File: src/hdl/kprt_pkg.sv
`timescale 1ns / 1ps

package kprt_pkg;

  localparam int SCAN_W = 8;
  localparam int CODE_W = 10;
  localparam int IDX_W = 5;
  localparam int MAX_REPORT_KEYS = 2;

  localparam int REPORT_KEYS_DEF = 2;
  localparam int HELD_SLOTS_DEF = 2;
  localparam int KEYMAP_SIZE_DEF = 17;

  localparam logic [CODE_W-1:0] UNKNOWN_CODE = 10'd240;

  typedef enum logic {
    OP_REPORT    = 1'b0,
    OP_MAP_WRITE = 1'b1
  } op_t;

  typedef logic [SCAN_W-1:0] scan_t;
  typedef logic [CODE_W-1:0] code_t;

  typedef struct packed {
    logic                       empty;
    logic [MAX_REPORT_KEYS-1:0] match;
  } lane_stat_t;

endpackage

File: src/hdl/kprt_ifs.sv
`timescale 1ns / 1ps

interface kprt_in_if;
  logic                         valid;
  logic                         ready;
  logic                         operation;
  logic [kprt_pkg::SCAN_W-1:0]  key_0;
  logic [kprt_pkg::SCAN_W-1:0]  key_1;
  logic [kprt_pkg::IDX_W-1:0]   map_index;
  logic [kprt_pkg::CODE_W-1:0]  map_code;

  modport source (output valid, operation, key_0, key_1, map_index, map_code,
                  input ready);
  modport sink (input valid, operation, key_0, key_1, map_index, map_code,
                output ready);
endinterface

interface kprt_out_if;
  logic                         valid;
  logic                         ready;
  logic [kprt_pkg::SCAN_W-1:0]  scan_code;
  logic                         is_press;
  logic [kprt_pkg::CODE_W-1:0]  mapped_code;
  logic                         code_valid;
  logic                         last;

  modport source (output valid, scan_code, is_press, mapped_code, code_valid, last,
                  input ready);
  modport sink (input valid, scan_code, is_press, mapped_code, code_valid, last,
                output ready);
endinterface

File: src/hdl/keypad_press_release_tracker_unit.sv
`timescale 1ns / 1ps
// Each report's events wait in the event buffer, then pass through the lookup stage to the
// output register. Throughput: one event per cycle while the output is not stalled; a report
// holds the input until its last event enters the lookup stage, set by the single keymap read port.
// A keymap write waits until the event buffer and lookup stage are empty.
// Reset (synchronous, active low) empties all slots and the pipeline; every keymap entry reads unknown.

module keypad_press_release_tracker_unit #(
  parameter int REPORT_KEYS = kprt_pkg::REPORT_KEYS_DEF,
  parameter int HELD_SLOTS  = kprt_pkg::HELD_SLOTS_DEF,
  parameter int KEYMAP_SIZE = kprt_pkg::KEYMAP_SIZE_DEF
) (
  input  logic       clk,
  input  logic       rst_n,
  kprt_in_if.sink    in_req,
  kprt_out_if.source out_req
);

  import kprt_pkg::*;

  localparam int EV_N = REPORT_KEYS + HELD_SLOTS;
  localparam int EW   = (EV_N > 1) ? $clog2(EV_N) : 1;
  localparam int AW   = (KEYMAP_SIZE > 1) ? $clog2(KEYMAP_SIZE) : 1;

  logic [HELD_SLOTS-1:0][SCAN_W-1:0]  slots_r, slots_nxt, slots_upd;
  logic [REPORT_KEYS-1:0][SCAN_W-1:0] rep_keys;
  lane_stat_t [HELD_SLOTS-1:0]        lane_stat;
  logic [EV_N-1:0]                    ev_mask;
  logic [EV_N-1:0][SCAN_W-1:0]        ev_scan;

  logic                               a_valid_r, a_valid_nxt;
  logic [EV_N-1:0]                    a_mask_r, a_mask_nxt;
  logic [EV_N-1:0][SCAN_W-1:0]        a_scan_r, a_scan_nxt;
  logic [EW-1:0]                      a_sel;
  logic [EV_N-1:0]                    a_onehot;
  logic                               a_last;
  scan_t                              a_sel_scan;

  logic                               b_valid_r, b_valid_nxt;
  scan_t                              b_scan_r, b_scan_nxt;
  logic                               b_press_r, b_press_nxt;
  logic                               b_last_r, b_last_nxt;
  logic                               b_inrange_r, b_inrange_nxt;

  logic                               c_valid_r, c_valid_nxt;
  scan_t                              c_scan_r, c_scan_nxt;
  logic                               c_press_r, c_press_nxt;
  code_t                              c_code_r, c_code_nxt;
  logic                               c_cvalid_r, c_cvalid_nxt;
  logic                               c_last_r, c_last_nxt;

  logic [KEYMAP_SIZE-1:0]             map_vld_r, map_vld_nxt;
  logic                               ent_vld_r;
  code_t                              map_rd_data;
  scan_t                              rd_scan;
  logic [SCAN_W:0]                    rd_scan_w;
  logic [AW-1:0]                      raddr;
  logic [SCAN_W:0]                    wr_idx_w;
  logic [AW-1:0]                      waddr;
  logic                               wr_in_range;
  logic                               map_we;

  logic is_write, in_fire, rep_fire, wr_fire;
  logic c_load, b_free, a_drain, a_done, a_free;

  always_comb begin
    for (int i = 0; i < REPORT_KEYS; i++) begin
      rep_keys[i] = (i == 0) ? in_req.key_0 : in_req.key_1;
    end
  end

  for (genvar j = 0; j < HELD_SLOTS; j++) begin : g_lane
    kprt_lane #(
      .REPORT_KEYS(REPORT_KEYS)
    ) u_lane (
      .slot(slots_r[j]),
      .keys(rep_keys),
      .stat(lane_stat[j])
    );
  end

  kprt_merge #(
    .REPORT_KEYS(REPORT_KEYS),
    .HELD_SLOTS (HELD_SLOTS)
  ) u_merge (
    .keys     (rep_keys),
    .slots    (slots_r),
    .stats    (lane_stat),
    .slots_upd(slots_upd),
    .ev_mask  (ev_mask),
    .ev_scan  (ev_scan)
  );

  // Lowest pending event of the buffered report goes first.
  always_comb begin
    a_sel = '0;
    for (int e = EV_N - 1; e >= 0; e--) begin
      if (a_mask_r[e]) begin
        a_sel = EW'(e);
      end
    end
    a_onehot = '0;
    a_onehot[a_sel] = a_mask_r[a_sel];
    a_last = ((a_mask_r & ~a_onehot) == '0);
    a_sel_scan = a_scan_r[a_sel];
  end

  assign c_load  = b_valid_r && (!c_valid_r || out_req.ready);
  assign b_free  = !b_valid_r || c_load;
  assign a_drain = a_valid_r && b_free;
  assign a_done  = a_drain && a_last;
  assign a_free  = !a_valid_r || a_done;

  assign is_write     = (op_t'(in_req.operation) == OP_MAP_WRITE);
  assign in_req.ready = is_write ? (!a_valid_r && !b_valid_r) : a_free;
  assign in_fire      = in_req.valid && in_req.ready;
  assign rep_fire     = in_fire && !is_write;
  assign wr_fire      = in_fire && is_write;

  assign wr_idx_w    = (SCAN_W + 1)'(in_req.map_index);
  assign waddr       = wr_idx_w[AW-1:0];
  assign wr_in_range = (32'(in_req.map_index) < KEYMAP_SIZE);
  assign map_we      = wr_fire && wr_in_range;

  // The read address follows the event entering the lookup stage, or is held
  // on the stalled one so that its read data stays current.
  assign rd_scan   = a_drain ? a_sel_scan : b_scan_r;
  assign rd_scan_w = (SCAN_W + 1)'(rd_scan);
  assign raddr     = (32'(rd_scan) < KEYMAP_SIZE) ? rd_scan_w[AW-1:0] : '0;

  kprt_ram #(
    .WIDTH(CODE_W),
    .DEPTH(KEYMAP_SIZE)
  ) u_keymap (
    .clk      (clk),
    .we       (map_we),
    .waddr    (waddr),
    .wdata    (in_req.map_code),
    .raddr    (raddr),
    .rd_data_r(map_rd_data)
  );

  always_comb begin
    slots_nxt   = slots_r;
    map_vld_nxt = map_vld_r;
    if (rep_fire) begin
      slots_nxt = slots_upd;
    end
    if (map_we) begin
      map_vld_nxt[waddr] = 1'b1;
    end
  end

  always_comb begin
    a_valid_nxt = a_valid_r;
    a_mask_nxt  = a_mask_r;
    a_scan_nxt  = a_scan_r;
    if (a_drain) begin
      a_mask_nxt = a_mask_r & ~a_onehot;
    end
    if (a_done) begin
      a_valid_nxt = 1'b0;
    end
    if (rep_fire) begin
      a_valid_nxt = |ev_mask;
      a_mask_nxt  = ev_mask;
      a_scan_nxt  = ev_scan;
    end
  end

  always_comb begin
    b_valid_nxt   = b_valid_r;
    b_scan_nxt    = b_scan_r;
    b_press_nxt   = b_press_r;
    b_last_nxt    = b_last_r;
    b_inrange_nxt = b_inrange_r;
    if (b_free) begin
      b_valid_nxt   = a_drain;
      b_scan_nxt    = a_sel_scan;
      b_press_nxt   = (32'(a_sel) < REPORT_KEYS);
      b_last_nxt    = a_last;
      b_inrange_nxt = (32'(a_sel_scan) < KEYMAP_SIZE);
    end
  end

  always_comb begin
    c_valid_nxt  = c_valid_r;
    c_scan_nxt   = c_scan_r;
    c_press_nxt  = c_press_r;
    c_code_nxt   = c_code_r;
    c_cvalid_nxt = c_cvalid_r;
    c_last_nxt   = c_last_r;
    if (c_load) begin
      c_valid_nxt  = 1'b1;
      c_scan_nxt   = b_scan_r;
      c_press_nxt  = b_press_r;
      c_last_nxt   = b_last_r;
      c_code_nxt   = (b_inrange_r && ent_vld_r) ? map_rd_data : UNKNOWN_CODE;
      c_cvalid_nxt = b_inrange_r && ent_vld_r && (map_rd_data != UNKNOWN_CODE);
    end else if (out_req.ready) begin
      c_valid_nxt = 1'b0;
    end
  end

  always_ff @(posedge clk) begin
    if (!rst_n) begin
      slots_r   <= '0;
      map_vld_r <= '0;
      a_valid_r <= 1'b0;
      a_mask_r  <= '0;
      b_valid_r <= 1'b0;
      c_valid_r <= 1'b0;
    end else begin
      slots_r   <= slots_nxt;
      map_vld_r <= map_vld_nxt;
      a_valid_r <= a_valid_nxt;
      a_mask_r  <= a_mask_nxt;
      b_valid_r <= b_valid_nxt;
      c_valid_r <= c_valid_nxt;
    end
  end

  always_ff @(posedge clk) begin
    a_scan_r    <= a_scan_nxt;
    b_scan_r    <= b_scan_nxt;
    b_press_r   <= b_press_nxt;
    b_last_r    <= b_last_nxt;
    b_inrange_r <= b_inrange_nxt;
    ent_vld_r   <= map_vld_r[raddr];
    c_scan_r    <= c_scan_nxt;
    c_press_r   <= c_press_nxt;
    c_code_r    <= c_code_nxt;
    c_cvalid_r  <= c_cvalid_nxt;
    c_last_r    <= c_last_nxt;
  end

  assign out_req.valid       = c_valid_r;
  assign out_req.scan_code   = c_scan_r;
  assign out_req.is_press    = c_press_r;
  assign out_req.mapped_code = c_code_r;
  assign out_req.code_valid  = c_cvalid_r;
  assign out_req.last        = c_last_r;

endmodule

File: src/hdl/kprt_ram.sv
`timescale 1ns / 1ps

module kprt_ram #(
  parameter int WIDTH = 10,
  parameter int DEPTH = 17,
  localparam int AW = (DEPTH > 1) ? $clog2(DEPTH) : 1
) (
  input  logic             clk,
  input  logic             we,
  input  logic [AW-1:0]    waddr,
  input  logic [WIDTH-1:0] wdata,
  input  logic [AW-1:0]    raddr,
  output logic [WIDTH-1:0] rd_data_r
);

  logic [WIDTH-1:0] mem_r [DEPTH];

  always_ff @(posedge clk) begin
    if (we) begin
      mem_r[waddr] <= wdata;
    end
    rd_data_r <= mem_r[raddr];
  end

endmodule

File: src/hdl/kprt_lane.sv
`timescale 1ns / 1ps

module kprt_lane #(
  parameter int REPORT_KEYS = kprt_pkg::REPORT_KEYS_DEF
) (
  input  kprt_pkg::scan_t                                 slot,
  input  logic [REPORT_KEYS-1:0][kprt_pkg::SCAN_W-1:0]   keys,
  output kprt_pkg::lane_stat_t                            stat
);

  import kprt_pkg::*;

  always_comb begin
    stat = '0;
    stat.empty = (slot == '0);
    for (int i = 0; i < REPORT_KEYS; i++) begin
      stat.match[i] = (keys[i] != '0) && (slot == keys[i]);
    end
  end

endmodule

File: src/hdl/kprt_merge.sv
`timescale 1ns / 1ps

module kprt_merge #(
  parameter int REPORT_KEYS = kprt_pkg::REPORT_KEYS_DEF,
  parameter int HELD_SLOTS  = kprt_pkg::HELD_SLOTS_DEF,
  localparam int EV_N = REPORT_KEYS + HELD_SLOTS
) (
  input  logic [REPORT_KEYS-1:0][kprt_pkg::SCAN_W-1:0] keys,
  input  logic [HELD_SLOTS-1:0][kprt_pkg::SCAN_W-1:0]  slots,
  input  kprt_pkg::lane_stat_t [HELD_SLOTS-1:0]         stats,
  output logic [HELD_SLOTS-1:0][kprt_pkg::SCAN_W-1:0]  slots_upd,
  output logic [EV_N-1:0]                               ev_mask,
  output logic [EV_N-1:0][kprt_pkg::SCAN_W-1:0]        ev_scan
);

  import kprt_pkg::*;

  // Presses are resolved in report order; a key stored by an earlier press
  // of the same report counts as held for the later ones.
  always_comb begin
    logic [HELD_SLOTS-1:0]  claimed;
    logic [REPORT_KEYS-1:0] stored;
    logic                   held;
    logic                   found;
    slots_upd = slots;
    claimed   = '0;
    stored    = '0;
    ev_mask   = '0;
    held      = 1'b0;
    found     = 1'b0;
    for (int i = 0; i < REPORT_KEYS; i++) begin
      held = 1'b0;
      for (int j = 0; j < HELD_SLOTS; j++) begin
        if (stats[j].match[i]) begin
          held = 1'b1;
        end
      end
      for (int k = 0; k < i; k++) begin
        if (stored[k] && (keys[k] == keys[i])) begin
          held = 1'b1;
        end
      end
      if ((keys[i] != '0) && !held) begin
        ev_mask[i] = 1'b1;
        found = 1'b0;
        for (int j = 0; j < HELD_SLOTS; j++) begin
          if (!found && stats[j].empty && !claimed[j]) begin
            found        = 1'b1;
            claimed[j]   = 1'b1;
            slots_upd[j] = keys[i];
            stored[i]    = 1'b1;
          end
        end
      end
    end
    for (int j = 0; j < HELD_SLOTS; j++) begin
      if (!stats[j].empty && !(|stats[j].match[REPORT_KEYS-1:0])) begin
        ev_mask[REPORT_KEYS+j] = 1'b1;
        slots_upd[j] = '0;
      end
    end
  end

  always_comb begin
    for (int i = 0; i < REPORT_KEYS; i++) begin
      ev_scan[i] = keys[i];
    end
    for (int j = 0; j < HELD_SLOTS; j++) begin
      ev_scan[REPORT_KEYS+j] = slots[j];
    end
  end

endmodule
File: src/flat_wrapper.sv
// flat-port wrapper written by rule: the top's interface ports become plain ports
module keypad_press_release_tracker_unit_flat import kprt_pkg::*;
#(
  parameter int REPORT_KEYS = kprt_pkg::REPORT_KEYS_DEF,
  parameter int HELD_SLOTS  = kprt_pkg::HELD_SLOTS_DEF,
  parameter int KEYMAP_SIZE = kprt_pkg::KEYMAP_SIZE_DEF
)
  (clk, rst_n, in_req_valid, in_req_operation, in_req_key_0, in_req_key_1, in_req_map_index, in_req_map_code, in_req_ready, out_req_valid, out_req_scan_code, out_req_is_press, out_req_mapped_code, out_req_code_valid, out_req_last, out_req_ready);
  kprt_in_if in_req_i ();
  kprt_out_if out_req_i ();
  input  logic clk;
  input  logic rst_n;
  input wire logic [$bits(in_req_i.valid)-1:0] in_req_valid;
  input wire logic [$bits(in_req_i.operation)-1:0] in_req_operation;
  input wire logic [$bits(in_req_i.key_0)-1:0] in_req_key_0;
  input wire logic [$bits(in_req_i.key_1)-1:0] in_req_key_1;
  input wire logic [$bits(in_req_i.map_index)-1:0] in_req_map_index;
  input wire logic [$bits(in_req_i.map_code)-1:0] in_req_map_code;
  output wire logic [$bits(in_req_i.ready)-1:0] in_req_ready;
  output wire logic [$bits(out_req_i.valid)-1:0] out_req_valid;
  output wire logic [$bits(out_req_i.scan_code)-1:0] out_req_scan_code;
  output wire logic [$bits(out_req_i.is_press)-1:0] out_req_is_press;
  output wire logic [$bits(out_req_i.mapped_code)-1:0] out_req_mapped_code;
  output wire logic [$bits(out_req_i.code_valid)-1:0] out_req_code_valid;
  output wire logic [$bits(out_req_i.last)-1:0] out_req_last;
  input wire logic [$bits(out_req_i.ready)-1:0] out_req_ready;
  assign in_req_i.valid = in_req_valid;
  assign in_req_i.operation = in_req_operation;
  assign in_req_i.key_0 = in_req_key_0;
  assign in_req_i.key_1 = in_req_key_1;
  assign in_req_i.map_index = in_req_map_index;
  assign in_req_i.map_code = in_req_map_code;
  assign in_req_ready = in_req_i.ready;
  assign out_req_valid = out_req_i.valid;
  assign out_req_scan_code = out_req_i.scan_code;
  assign out_req_is_press = out_req_i.is_press;
  assign out_req_mapped_code = out_req_i.mapped_code;
  assign out_req_code_valid = out_req_i.code_valid;
  assign out_req_last = out_req_i.last;
  assign out_req_i.ready = out_req_ready;
  keypad_press_release_tracker_unit #(.REPORT_KEYS(REPORT_KEYS), .HELD_SLOTS(HELD_SLOTS), .KEYMAP_SIZE(KEYMAP_SIZE)) u_core (.clk(clk), .rst_n(rst_n), .in_req(in_req_i), .out_req(out_req_i));
endmodule
File: config.mk
export PLATFORM = sky130hd
export DESIGN_NAME = keypad_press_release_tracker_unit_flat
export DESIGN_NICKNAME = d
export VERILOG_FILES = /design/src/hdl/kprt_pkg.sv /design/src/hdl/kprt_ifs.sv /design/src/hdl/keypad_press_release_tracker_unit.sv /design/src/hdl/kprt_ram.sv /design/src/hdl/kprt_lane.sv /design/src/hdl/kprt_merge.sv /design/src/flat_wrapper.sv
export SDC_FILE = /design/constraint.sdc
export NUM_CORES = 1
export LEC_CHECK = 0
export ABC_AREA = 0
export BUFFER_PORTS_ARGS = -buffer_cell sky130_fd_sc_hd__buf_2
export CORE_ASPECT_RATIO = 0.6
export CORE_MARGIN = 2
export CORE_UTILIZATION = 55
export CTS_BUF_LIST = sky130_fd_sc_hd__clkbuf_16
export CTS_CLUSTER_SIZE = 8
export DETAILED_ROUTE_END_ITERATION = 10
export PLACE_DENSITY = 0.76
export RECOVER_POWER = 50
export SYNTH_ARGS = -nofsm -noshare
export SYNTH_HDL_FRONTEND = slang
export SYNTH_SLANG_ARGS = --single-unit
export TNS_END_PERCENT = 1
File: constraint.sdc
create_clock -name clk -period 3.4 [get_ports clk]
set_input_delay 0.85 -clock clk [delete_from_list [all_inputs] [get_ports clk]]
set_output_delay 0.85 -clock clk [all_outputs]
set_load 0.01 [all_outputs]
==> results.tsv <==
stage	metric	value	unit
setup_path	CP endpoint kind	output port	
placed_design	GP Congestion	0.969	
floorplan	row cnt	41	
floorplan	Die Ht	119	um
sta	Final Hold Viols	0	
cts	CTS H-tree lvls	2	
cts	CTS tree	yes	
power_and_ir_drop	sequential share of power	0.436	
drt	WL met1	14900	um
synthesis	ys flop type	edfxtp_1	
drt	Pre-antenna DRT Iters	6	
finish	Area Overhead vs Synth	17.4	%
grt	first-pass GRT wire length	49700	um
power_and_ir_drop	Power Internal	6.82	mW
worst_hold_path	worst hold path class	flip-flop to flip-flop	
power_and_ir_drop	Combinational Power Share	0.190	
drt	initial drt markers	1363	
cts	TritonCTS buffer count	41	
placed_design	placed instance area	0.0131	sq mm
sta	Final period util	0.979	
placed_design	Port Buf Inserts	58	
synthesis	post-synthesis async set-or-reset flop share	0	
finish	fraction of layout cells with a size suffix above 1	0.184	
setup_path	CP Class	flip-flop to output port	
drt	via density per instance	6.39	
sta	minimum clock period	3330	ps
drt	Final ANT Viol Nets	0	
sta	worst rel slew slack	-0.162	
grt	largest net degree at the start of global routing	35	
finish	final net count	1051	
drt	WL/cell	25.1	um
power_and_ir_drop	Clock Power Share	0.373	
synthesis	Post-Syn Nets	931	
finish	antenna cells	0	
cts	CTS root buf	clkbuf_16	
synthesis	synthesized area	0.0121	sq mm
sta	Worst-Margin Slew	1740	ps
sta	WHS	424	ps
sta	RSZ-0062 raised after global routing	false	
sta	fmax	300	MHz
finish	final instance area	0.0142	sq mm
power_and_ir_drop	maximum vdd drop	0.410	mV
synthesis	post-synthesis sequential area ratio	0.665	
sta	clk_skew	24.1	ps
power_and_ir_drop	Net Sw Frac	0.289	
sta	fin. max-slew vios	35	
drt	top sig layer	met4	
floorplan	die area	0.0233	sq mm
finish	Multi-input gate area	0.00377	sq mm
finish	Non-Filler Instances	1323	
floorplan	Core Footprint	0.0213	sq mm
grt	antenna violations before repair	0	
drt	met3 WL	5720	um
synthesis	Synth cell types	83	
synthesis	Syn. warnings	0	
synthesis	area leader, netlist	edfxtp_1	
setup_path	CP Launch Type	flip-flop	
grt	GR Util All Layers	0.292	
outcome	failing checks	capacitance limit, slew limit	
finish	FF+latch area	0.00805	sq mm
floorplan	Initial Utilization	0.569	
outcome	outcome	finished with violations	
cts	worst skew pair latency	530	ps
cts	CTS clock-pin slew for the worst setup and hold paths	50	ps
sta	final setup vio count	0	
floorplan	Ports	59	
synthesis	Post-synth EDFFs	234	
grt	GRT overflow	0	
cts	# clock sinks	285	
synthesis	FF+latch count, synth	285	
sta	final setup TNS	0	ps
power_and_ir_drop	NetSw	2.77	mW
setup_path	CP max FO	10	
grt	vias in the first global route	7909	
floorplan	Die X	196	um
synthesis	Cells after Synth	895	
drt	Post-Route WL	33300	um
drt	DR WL met2	12200	um
synthesis	synth cell count leaders	edfxtp_1, nand2_1, dfxtp_1	
cts	hold-fix buffers at CTS	0	
placed_design	Inst Count DP	1251	
setup_path	Worst EP required	2550	ps
power_and_ir_drop	Tot Pwr	9.58	mW
power_and_ir_drop	PD cells	674	mW/mm^2
setup_path	Arr. time, crit path	2480	ps
synthesis	Synth top area share	0.580	
drt	DRC Markers	0	
placed_design	Final HPWL DP	23100	um
synthesis	most numerous cell in the Yosys netlist	edfxtp_1	
run	Max-Cap Viols	1	
cts	Longest Clk Path Bufs	3	
synthesis	Avg Cell Area, Syn	13.5	sq um
synthesis	synth top area cells	edfxtp_1, dfxtp_1, nand2_1	
finish	# fillers	1537	
power_and_ir_drop	P_leak	5.12	nW
drt	vias	8456	
-- layout make-up --
cell class	count	area share
Sequential cell	285	0.567
Multi-Input combinational cell	543	0.265
Clock buffer	41	0.0722
Timing Repair Buffer	133	0.0603
Tap cell	279	0.0246
Clock inverter	31	0.00828
Inverter	11	0.00291
-- per-layer routing --
layer | GRT usage | vias up
met4 | 0.0606 | 0
met2 | 0.351 | 585
met3 | 0.143 | 40
li1 | - | 3746
met1 | 0.460 | 4085
met5 | 0 | -
-- power by group through the flow --
stage               sequential (mW)  clock [mW]  combinational (mW)
detailed placement             4.23           0                1.76
floorplan                      4.13           0                1.15
global placement               4.22           0                1.72
global route                   4.19        3.77                1.94
finish                         4.18        3.58                1.82
CTS                            4.17        3.59                1.77
-- registers in the layout (all words and copies together) (netlist names) --
register,count
u_core.ent_vld_r,1
u_core.b_inrange_r,1
u_core.b_press_r,1
u_core.out_req.scan_code,8
u_core.slots_r,16
u_core.out_req.last,1
u_core.u_keymap.rd_data_r,10
u_core.a_mask_r,4
u_core.a_scan_r,32
u_core.out_req.mapped_code,10
u_core.b_valid_r,1
u_core.out_req.code_valid,1
u_core.out_req.valid,1
u_core.u_keymap.mem_r,170
u_core.out_req.is_press,1
u_core.b_last_r,1
u_core.a_valid_r,1
u_core.map_vld_r,17
u_core.b_scan_r,8
-- through the flow --
| step | setup slack (ps) | util |
|---|---|---|
| 2_1_floorplan | 108 | - |
| 3_3_place_gp | 57.6 | 0.616 |
| 3_5_place_dp | -11.7 | 0.616 |
| 4_1_cts | 5.37 | 0.670 |
| 5_1_grt | 25.0 | 0.667 |
| 6_report | 71.6 | 0.667 |
-- logic make-up (layout without fill, tap and decap cells) --
kind of cell / count (synthesis) / in the layout / share of synthesized area
xor+xnor: 40 / 40 / 0.0289
mux: 37 / 37 / 0.0317
compound gates: 198 / 198 / 0.132
fa+ha+maj: 1 / 1 / 0.000827
simple gates: 267 / 267 / 0.116
buf+inv: 67 / 216 / 0.0258
flops: 285 / 285 / 0.665
-- placed cells by master, fill, tap and decap left out, types with 9 or more instances in the layout --
cell type	instances
nand2_1	80
dfxtp_1	49
nor4_1	17
xor2_1	32
clkbuf_1	33
nor2_1	44
clkbuf_16	41
nor3_1	14
edfxtp_1	234
buf_4	63
inv_1	41
mux2_2	10
o21ai_0	17
a21oi_1	25
nor2b_1	11
o21a_1	20
a221o_1	9
nand4_1	15
nand3_1	21
mux2i_1	26
o2111ai_1	15
and3_1	9
buf_2	32
a22o_1	13
-- what timing repair did --
| action | CTS | global route |
|---|---|---|
| setup buffers | 0 | 0 |
| gates resized for setup | 1 | 4 |
| endpoints found under the setup margin | 1 | 12 |
-- final timing paths --
path / slack, ps / endpoint / cells past startpoint / startpoint
max: 70 / in_req_ready / 7 / u_core.a_mask_r[2]
min: 420 / u_core.out_req.is_press / 0 / u_core.b_press_r
max reg2reg: 180 / u_core.ent_vld_r / 10 / u_core.a_mask_r[2]
min reg2reg: 420 / u_core.out_req.is_press / 0 / u_core.b_press_r
-- critical path: stages (launching register included) --
cell and delay, ps:
dfxtp_1 430, buf_4 230, maj3_1 360, o22ai_2 270, nand2_1 110, o21ai_0 150
a21boi_1 240, buf_2 170
Note: power is estimated with default switching activity, not from simulation.
